File: src/design/swtq_pkg.sv
// swtq_pkg: types, codes and defaults shared by the sorted wake-up timer queue
// used by every module of the block but swtq_ram, and by its port checker
`default_nettype none

package swtq_pkg;

    // defaults for the top-level parameters
    localparam int QUEUE_DEPTH_DEF = 16;
    localparam int ID_BITS_DEF     = 8;

    // most wake results that one tick request may give
    localparam int MAX_RESULTS     = 16;

    // field widths fixed by the interface
    localparam int TICK_W  = 63;
    localparam int WAKE_W  = 64;
    localparam int SLEEP_W = 32;
    localparam int IDF_W   = 8;

    // request kinds
    localparam logic REQ_SLEEP = 1'b0;
    localparam logic REQ_TICK  = 1'b1;

    typedef enum logic [2:0] {
        ST_QUEUED     = 3'd0,
        ST_IGNORED    = 3'd1,
        ST_FULL       = 3'd2,
        ST_WOKEN      = 3'd3,
        ST_NONE_WOKEN = 3'd4
    } status_t;

    typedef struct packed {
        logic                      req_type;
        logic [IDF_W-1:0]          requester_id;
        logic signed [SLEEP_W-1:0] sleep_ticks;
    } req_t;

    typedef struct packed {
        status_t            status;
        logic [IDF_W-1:0]   woken_id;
        logic [TICK_W-1:0]  current_tick;
        logic               last;
    } res_t;

    typedef enum logic [1:0] {
        S_IDLE,
        S_INSERT,
        S_WAKE
    } state_t;

    // controller to datapath
    typedef struct packed {
        logic load;
        logic ins_step;
        logic wake_step;
    } ctl_cmd_t;

    // datapath to controller
    typedef struct packed {
        logic go_tick;
        logic go_insert;
        logic ins_last;
        logic wake_due;
    } dp_stat_t;

endpackage

`default_nettype wire

File: src/design/swtq_ram.sv
// swtq_ram: generic single-write, single-read RAM with registered read data
// no dependencies
`default_nettype none

module swtq_ram #(
    parameter int WIDTH = 8,
    parameter int DEPTH = 16
) (
    input  wire logic                     clk,
    input  wire logic                     we,
    input  wire logic [$clog2(DEPTH)-1:0] waddr,
    input  wire logic [WIDTH-1:0]         wdata,
    input  wire logic [$clog2(DEPTH)-1:0] raddr,
    output logic      [WIDTH-1:0]         rdata
);

    logic [WIDTH-1:0] mem [DEPTH];

    // write port
    always_ff @(posedge clk)
    begin
        if (we)
        begin
            mem[waddr] <= wdata;
        end
    end

    // registered read port
    always_ff @(posedge clk)
    begin
        rdata <= mem[raddr];
    end

endmodule

`default_nettype wire

File: src/design/swtq_ctrl.sv
// swtq_ctrl: sequencer for the timer queue, steps the insert walk and the wake scan
// depends on swtq_pkg
`default_nettype none

module swtq_ctrl (
    input  wire logic               clk,
    input  wire logic               rst_n,
    input  wire logic               start,
    output logic                    busy,
    input  wire swtq_pkg::dp_stat_t stat,
    output swtq_pkg::ctl_cmd_t      cmd
);

    import swtq_pkg::*;

    state_t state_reg;
    state_t state_next;

    // state register
    always_ff @(posedge clk or negedge rst_n)
    begin
        if (!rst_n)
        begin
            state_reg <= S_IDLE;
        end
        else
        begin
            state_reg <= state_next;
        end
    end

    // next state
    always_comb
    begin
        state_next = state_reg;
        unique case (state_reg)
            S_IDLE:
            begin
                if (start)
                begin
                    if (stat.go_tick)
                    begin
                        state_next = S_WAKE;
                    end
                    else if (stat.go_insert)
                    begin
                        state_next = S_INSERT;
                    end
                end
            end
            S_INSERT:
            begin
                if (stat.ins_last)
                begin
                    state_next = S_IDLE;
                end
            end
            S_WAKE:
            begin
                if (!stat.wake_due)
                begin
                    state_next = S_IDLE;
                end
            end
            default:
            begin
                state_next = S_IDLE;
            end
        endcase
    end

    // outputs
    always_comb
    begin
        busy          = (state_reg != S_IDLE);
        cmd.load      = start && (state_reg == S_IDLE);
        cmd.ins_step  = (state_reg == S_INSERT);
        cmd.wake_step = (state_reg == S_WAKE);
    end

endmodule

`default_nettype wire

File: src/design/swtq_datapath.sv
// swtq_datapath: tick counter, circular sorted queue in RAM, and result register
// depends on swtq_pkg and swtq_ram
`default_nettype none

module swtq_datapath #(
    parameter int QUEUE_DEPTH = swtq_pkg::QUEUE_DEPTH_DEF,
    parameter int ID_BITS     = swtq_pkg::ID_BITS_DEF
) (
    input  wire logic               clk,
    input  wire logic               rst_n,
    input  wire swtq_pkg::req_t     request,
    input  wire swtq_pkg::ctl_cmd_t cmd,
    output swtq_pkg::dp_stat_t      stat,
    output logic                    strobe,
    output swtq_pkg::res_t          result
);

    import swtq_pkg::*;

    localparam int IDX_W = $clog2(QUEUE_DEPTH);
    localparam int CNT_W = $clog2(QUEUE_DEPTH + 1);
    localparam int ENT_W = WAKE_W + ID_BITS;
    localparam int LIM   = (MAX_RESULTS < QUEUE_DEPTH) ? MAX_RESULTS : QUEUE_DEPTH;
    localparam logic [CNT_W:0]   DEPTH_W = (CNT_W + 1)'(QUEUE_DEPTH);
    localparam logic [CNT_W-1:0] FULL_C  = CNT_W'(QUEUE_DEPTH);
    localparam logic [CNT_W-1:0] K_LIM   = CNT_W'(LIM);
    localparam logic [CNT_W-1:0] ONE_C   = CNT_W'(1);
    localparam logic [CNT_W-1:0] TWO_C   = CNT_W'(2);

    // queue position relative to head, to RAM address
    function automatic logic [IDX_W-1:0] phys(input logic [IDX_W-1:0] head,
                                              input logic [CNT_W-1:0] rel);
        logic [CNT_W:0] sum;
        begin
            sum = {{(CNT_W + 1 - IDX_W){1'b0}}, head} + {1'b0, rel};
            if (sum >= DEPTH_W)
            begin
                sum = sum - DEPTH_W;
            end
            phys = sum[IDX_W-1:0];
        end
    endfunction

    logic [TICK_W-1:0]  tick_reg,       tick_next;
    logic [IDX_W-1:0]   head_reg,       head_next;
    logic [CNT_W-1:0]   count_reg,      count_next;
    logic [CNT_W-1:0]   cur_reg,        cur_next;
    logic [WAKE_W-1:0]  wake_reg,       wake_next;
    logic [ID_BITS-1:0] id_reg,         id_next;
    logic               pend_valid_reg, pend_valid_next;
    logic [ID_BITS-1:0] pend_id_reg,    pend_id_next;
    logic               strobe_reg,     strobe_next;
    res_t               result_reg,     result_next;

    logic               ram_we;
    logic [IDX_W-1:0]   ram_waddr;
    logic [ENT_W-1:0]   ram_wdata;
    logic [IDX_W-1:0]   ram_raddr;
    logic [ENT_W-1:0]   ram_rdata;
    logic [WAKE_W-1:0]  rd_wake;
    logic [ID_BITS-1:0] rd_id;
    logic               sleep_pos;
    logic               full;

    swtq_ram #(
        .WIDTH (ENT_W),
        .DEPTH (QUEUE_DEPTH)
    ) u_ram (
        .clk   (clk),
        .we    (ram_we),
        .waddr (ram_waddr),
        .wdata (ram_wdata),
        .raddr (ram_raddr),
        .rdata (ram_rdata)
    );

    assign rd_wake = ram_rdata[ID_BITS +: WAKE_W];
    assign rd_id   = ram_rdata[ID_BITS-1:0];

    // request decode and step conditions
    always_comb
    begin
        sleep_pos      = (request.sleep_ticks != '0) && !request.sleep_ticks[SLEEP_W-1];
        full           = (count_reg == FULL_C);
        stat.go_tick   = (request.req_type == REQ_TICK);
        stat.go_insert = (request.req_type == REQ_SLEEP) && sleep_pos && !full;
        stat.ins_last  = (cur_reg == '0) || (rd_wake <= wake_reg);
        stat.wake_due  = (cur_reg < count_reg) && (cur_reg < K_LIM)
                         && (rd_wake <= {1'b0, tick_reg});
    end

    // datapath next values
    always_comb
    begin
        tick_next       = tick_reg;
        head_next       = head_reg;
        count_next      = count_reg;
        cur_next        = cur_reg;
        wake_next       = wake_reg;
        id_next         = id_reg;
        pend_valid_next = pend_valid_reg;
        pend_id_next    = pend_id_reg;
        strobe_next     = 1'b0;
        result_next     = result_reg;
        ram_we          = 1'b0;
        ram_waddr       = phys(head_reg, cur_reg);
        ram_wdata       = ram_rdata;
        ram_raddr       = phys(head_reg, '0);

        priority if (cmd.load)
        begin
            wake_next = {1'b0, tick_reg}
                        + {{(WAKE_W - SLEEP_W){1'b0}}, $unsigned(request.sleep_ticks)};
            id_next   = ID_BITS'(request.requester_id);
            if (stat.go_tick)
            begin
                // tick: bump counter and fetch the head entry
                tick_next       = tick_reg + TICK_W'(1);
                cur_next        = '0;
                pend_valid_next = 1'b0;
            end
            else if (stat.go_insert)
            begin
                // insert: walk from the tail towards the head
                cur_next = count_reg;
                if (count_reg != '0)
                begin
                    ram_raddr = phys(head_reg, count_reg - ONE_C);
                end
            end
            else
            begin
                // rejected sleep request answers at once
                strobe_next              = 1'b1;
                result_next.status       = sleep_pos ? ST_FULL : ST_IGNORED;
                result_next.woken_id     = '0;
                result_next.current_tick = tick_reg;
                result_next.last         = 1'b1;
            end
        end
        else if (cmd.ins_step)
        begin
            ram_we    = 1'b1;
            ram_waddr = phys(head_reg, cur_reg);
            if (stat.ins_last)
            begin
                // new entry lands behind every equal or earlier wake time
                ram_wdata                = {wake_reg, id_reg};
                count_next               = count_reg + ONE_C;
                strobe_next              = 1'b1;
                result_next.status       = ST_QUEUED;
                result_next.woken_id     = '0;
                result_next.current_tick = tick_reg;
                result_next.last         = 1'b1;
            end
            else
            begin
                // move the later entry one place back
                ram_wdata = ram_rdata;
                cur_next  = cur_reg - ONE_C;
                if (cur_reg >= TWO_C)
                begin
                    ram_raddr = phys(head_reg, cur_reg - TWO_C);
                end
            end
        end
        else if (cmd.wake_step)
        begin
            if (stat.wake_due)
            begin
                // hold this id back until it is known whether it is the last
                if (pend_valid_reg)
                begin
                    strobe_next              = 1'b1;
                    result_next.status       = ST_WOKEN;
                    result_next.woken_id     = IDF_W'(pend_id_reg);
                    result_next.current_tick = tick_reg;
                    result_next.last         = 1'b0;
                end
                pend_valid_next = 1'b1;
                pend_id_next    = rd_id;
                cur_next        = cur_reg + ONE_C;
                ram_raddr       = phys(head_reg, cur_reg + ONE_C);
            end
            else
            begin
                // scan over: drop woken entries from the head
                strobe_next              = 1'b1;
                result_next.status       = pend_valid_reg ? ST_WOKEN : ST_NONE_WOKEN;
                result_next.woken_id     = pend_valid_reg ? IDF_W'(pend_id_reg) : '0;
                result_next.current_tick = tick_reg;
                result_next.last         = 1'b1;
                head_next                = phys(head_reg, cur_reg);
                count_next               = count_reg - cur_reg;
            end
        end
        else
        begin
            ram_we = 1'b0;
        end
    end

    // control registers
    always_ff @(posedge clk or negedge rst_n)
    begin
        if (!rst_n)
        begin
            tick_reg       <= '0;
            head_reg       <= '0;
            count_reg      <= '0;
            pend_valid_reg <= 1'b0;
            strobe_reg     <= 1'b0;
        end
        else
        begin
            tick_reg       <= tick_next;
            head_reg       <= head_next;
            count_reg      <= count_next;
            pend_valid_reg <= pend_valid_next;
            strobe_reg     <= strobe_next;
        end
    end

    // payload registers
    always_ff @(posedge clk)
    begin
        cur_reg     <= cur_next;
        wake_reg    <= wake_next;
        id_reg      <= id_next;
        pend_id_reg <= pend_id_next;
        result_reg  <= result_next;
    end

    assign strobe = strobe_reg;
    assign result = result_reg;

endmodule

`default_nettype wire

File: src/design/sorted_wakeup_timer_queue.sv
// sorted_wakeup_timer_queue: top level, joins the sequencer and the datapath
// depends on swtq_pkg, swtq_ctrl, swtq_datapath
//
// Usage
//   request channel: a request is taken at a rising edge where start is high
//   and busy is low. A sleep request queues requester_id to wake at
//   current tick + sleep_ticks, after any entry with the same wake time; a
//   zero or negative count is answered as ignored, a full queue as full.
//   A tick request adds one to the 63-bit counter and wakes due entries from
//   the head, at most 16 of them, one result each, the last one marked.
//   result channel: strobe is high for one cycle per result; the receiver
//   cannot stall it, so results must be taken as they come.
//   A rejected sleep request answers in the cycle after it is taken.
//   An accepted sleep request walks the queue tail to head in the RAM, one
//   entry per cycle, up to the insert point, then writes the new entry.
//   A tick request scans from the head one entry a cycle, with woken
//   results spread over consecutive cycles.
//   busy is high while the walk or scan runs; the next request may be taken
//   in the cycle that the final result is shown.
//   Reset: counter and queue empty; the queue RAM itself is not cleared.
`default_nettype none

module sorted_wakeup_timer_queue #(
    parameter int QUEUE_DEPTH = swtq_pkg::QUEUE_DEPTH_DEF,
    parameter int ID_BITS     = swtq_pkg::ID_BITS_DEF
) (
    input  wire logic           clk,
    input  wire logic           rst_n,
    input  wire logic           start,
    output logic                busy,
    input  wire swtq_pkg::req_t request,
    output logic                strobe,
    output swtq_pkg::res_t      result
);

    import swtq_pkg::*;

    ctl_cmd_t cmd;
    dp_stat_t stat;

    // sequencer
    swtq_ctrl u_ctrl (
        .clk   (clk),
        .rst_n (rst_n),
        .start (start),
        .busy  (busy),
        .stat  (stat),
        .cmd   (cmd)
    );

    // queue storage and arithmetic
    swtq_datapath #(
        .QUEUE_DEPTH (QUEUE_DEPTH),
        .ID_BITS     (ID_BITS)
    ) u_datapath (
        .clk     (clk),
        .rst_n   (rst_n),
        .request (request),
        .cmd     (cmd),
        .stat    (stat),
        .strobe  (strobe),
        .result  (result)
    );

endmodule

`default_nettype wire

File: config.mk
export PLATFORM = sky130hd
export DESIGN_NAME = sorted_wakeup_timer_queue
export DESIGN_NICKNAME = d
export VERILOG_FILES = /design/src/design/swtq_pkg.sv /design/src/design/swtq_ram.sv /design/src/design/swtq_ctrl.sv /design/src/design/swtq_datapath.sv /design/src/design/sorted_wakeup_timer_queue.sv
export SDC_FILE = /design/constraint.sdc
export NUM_CORES = 2
export LEC_CHECK = 0
export BUFFER_PORTS_ARGS = -buffer_cell sky130_fd_sc_hd__buf_2
export CORE_UTILIZATION = 30
export DETAILED_ROUTE_END_ITERATION = 8
export SLEW_MARGIN = 20
export SYNTH_ARGS = -nofsm -noshare
export SYNTH_HDL_FRONTEND = slang
export SYNTH_SLANG_ARGS = --single-unit
File: constraint.sdc
create_clock -name clk -period 13.2 [get_ports clk]
set_input_delay 2.64 -clock clk [delete_from_list [all_inputs] [get_ports clk]]
set_output_delay 2.64 -clock clk [all_outputs]
set_load 0.05 [all_outputs]
==> key figures <==
Placed design
  – Global placer's final weighted congestion: 0.845
  – Port buffer count: 120
  – Post-DP HPWL: 95400 µm
  – Placed Cells: 7295
  – DP Area: 66800 µm²

STA
  – Final setup TNS: 0 ns
  – Portion of the clock cycle consumed by the worst path in the final layout: 0.573
  – Worst hold slack after final layout: 0.432 ns
  – Worst slew margin relative to its limit: 0.255
  – Setup repair after global routing missed its margin: no
  – Achievable frequency: 0.132 GHz
  – Count of final hold-check violations: 0
  – Min Tclk post-route: 7.56 ns
  – Number of endpoints failing setup at the final stage: 0
  – Max-slew violation count: 0
  – Slew at the pin closest to its max-slew limit: 1.11 ns
  – Clock skew: 0.0346 ns

Clock network
  – Number of clock buffers inserted by TritonCTS: 155
  – Count of clock tree sinks: 1460
  – Clock Tree Buf Depth: 3
  – Clock input transition at the sequential cells of the worst setup and hold paths: 0.06 ns
  – Clock root cell: clkbuf_16
  – TritonCTS clock tree: built
  – Clock latency at the later pin of the worst-skew pair: 0.78 ns
  – Post-CTS repair timing setup buffer count: 0
  – CTS resizes: 0
  – Hold buffer count at CTS: 0
  – H-tree level count: 4

Drt
  – Via density per instance: 5.26
  – Wire length after detailed routing: 174000 µm
  – Routed vias: 39900
  – Post-route DRC violation count: 0
  – Wirelength per Cell: 23.0 µm
  – Iteration count of the initial detailed-routing pass: 5
  – Starting DRT DRC Count: 3796
  – Final antenna-violating net count: 0

Worst setup path
  – Worst setup path class: flop to flop
  – CP Max Fanout: 174
  – Setup slack of the most critical reg-to-reg path: 5.64 ns
  – Worst-path cell chain: inv_1 -> ha_1 -> nand4_1 -> nor4_2 -> and4b_1 -> a21oi_1 -> nand4_1 -> o21ai_1 -> o211ai_4 -> buf_4 -> buf_12 -> buf_4 -> buf_4 -> a21boi_0 -> o32ai_1 -> o32ai_1 -> a211o_1
  – CP peak stage delay: 0.95 ns
  – Arrival time worst endpoint: 8.23 ns
  – CP delay by family, top: buffers and inverters
  – Count of buffer and inverter cells on the critical path: 5
  – Crit path top cell by count: buf_4
  – Endpoint type of the worst setup path: flop
  – Critical path startpoint category: flop
  – Worst-path cell with the longest stage delay: nor4_2
  – Data required time of the worst path: 13.87 ns

Synthesis
  – Distinct cell type count after synthesis: 76
  – Synth warnings: 0
  – Post-synth EDFFs: 1312
  – Most area-hungry cell type in the Yosys netlist: edfxtp_1
  – Flop and latch count out of synthesis: 1460
  – Area share of the largest cell type after synthesis: 0.623
  – Number of nets produced by synthesis: 4848
  – Synth Instances: 4610
  – Synth cell count leaders: edfxtp_1, nand2_1, a21oi_1, and3_1, a211oi_1
  – Cell with the most instances after synthesis: edfxtp_1
  – Most used flip-flop cell after synthesis: edfxtp_1
  – Combined area of all synthesized cells: 63200 µm²
  – Dominant cells by area after synthesis: edfxtp_1, ha_1, dfrtp_1
  – Part of the Yosys area used for sequential elements: 0.676
  – Average size of a mapped cell: 13.7 µm²
  – Fraction of registers with async set or reset after synthesis: 0.0521

Final layout
  – Post-layout instance area: 71700 µm²
  – Cell Count, Final, Fillers Out: 7581
  – Share of layout cells above drive strength 1: 0.123
  – Layout fillers: 20200
  – Number of flip-flops under the largest register name: 1152
  – Final net count: 4885
  – Area overhead of the layout relative to synthesis: 13.3%

Min path
  – Min-Delay Path Class: flop to flop

Floorplan
  – Initial standard-cell utilization of the core: 0.302
  – Core Area: 210000 µm²
  – Total die area: 213000 µm²
  – Vertical die dimension: 461 µm
  – DIE WIDTH: 461 µm
  – Number of rows in the core area: 168
  – Boundary pin count: 121

GRT
  – Global-route wire length before repair: 256000 µm
  – Largest net degree at the start of global routing: 221
  – Antenna violations before repair: 6
  – Global-route usage over all layers: 0.160
  – Aggregate global routing overflow: 0
  – Vias in the first global route: 38600

Power and ir drop
  – Worst voltage drop across the vdd grid: 0.440 mV
  – Sum of internal, switching and leakage power: 19.2 mW
  – Power density normalized to cell area: 268 nW/µm²
  – Leak pwr: 25.0 nW

Outcome
  – Outcome: completed

Flow run
  – Max cap viols: 0
-- layout by cell type, fill, tap and decap left out, types with 120 or more instances in the layout --
master	n
a21oi_1	308
clkbuf_16	158
a21boi_0	120
xnor2_1	123
o32ai_1	144
nand2_1	393
nand3_1	123
ha_1	188
inv_1	167
a211oi_1	222
edfxtp_1	1312
and3_1	233
-- per-layer routing --
layer | vias to the layer above | global-route usage | wire length (µm)
met5 | - | 0 | 23
met4 | 4 | 0.0411 | 3790
met3 | 237 | 0.0290 | 12000
met2 | 1344 | 0.258 | 81900
met1 | 20400 | 0.221 | 76700
li1 | 17900 | - | -
-- per-stage QoR --
stage	setup WS (ns)	utilization
6_report	5.64	0.342
5_1_grt	5.33	0.342
4_1_cts	5.70	0.342
3_5_place_dp	5.00	0.319
3_3_place_gp	5.17	0.319
2_1_floorplan	3.33	-
-- path summary, 6_finish.rpt --
| kind | startpoint | end | cells after the start |
|---|---|---|---|
| max | u_datapath.wake_reg[46] | u_datapath.u_ram.rdata[52] | 17 |
| max reg2reg | u_datapath.wake_reg[46] | u_datapath.u_ram.rdata[52] | 17 |
| min reg2reg | u_datapath.u_ram.rdata[1] | u_datapath.pend_id_reg[1] | 0 |
| min | u_datapath.u_ram.rdata[1] | u_datapath.pend_id_reg[1] | 0 |
| max in group asynchronous | rst_n | u_datapath.tick_reg[54] | 2 |
| min in group asynchronous | rst_n | u_datapath.count_reg[1] | 1 |
-- report_power, final --
group / switching, mW / internal, mW / leakage (nW) / total, mW
Combinational: 5.62 / 2.49 / 9.28 / 8.11
Clock: 1.79 / 2.40 / 2.36 / 4.19
Sequential: 0.366 / 6.53 / 13.3 / 6.90
-- cell type report --
class	count	area [µm²]	area share
Antenna cell	1	2.50	0.0000349
Clock buffer	210	4220	0.0589
Clock inverter	75	606	0.00845
Inverter	169	637	0.00889
Multi-Input combinational cell	2677	18800	0.262
Sequential cell	1460	42700	0.596
Tap cell	2805	3510	0.0490
Timing Repair Buffer	184	1160	0.0162
-- cell families after synthesis --
logic type	synth area share
buffers and inverters	0.0309
adder cells (fa/ha/maj)	0.0391
AND/OR/NAND/NOR	0.0857
XOR/XNOR	0.0198
flip-flops	0.676
multiplexers	0.0137
AO/OA/AOI/OAI	0.135
No activity file was read; power rests on OpenSTA's default activity.
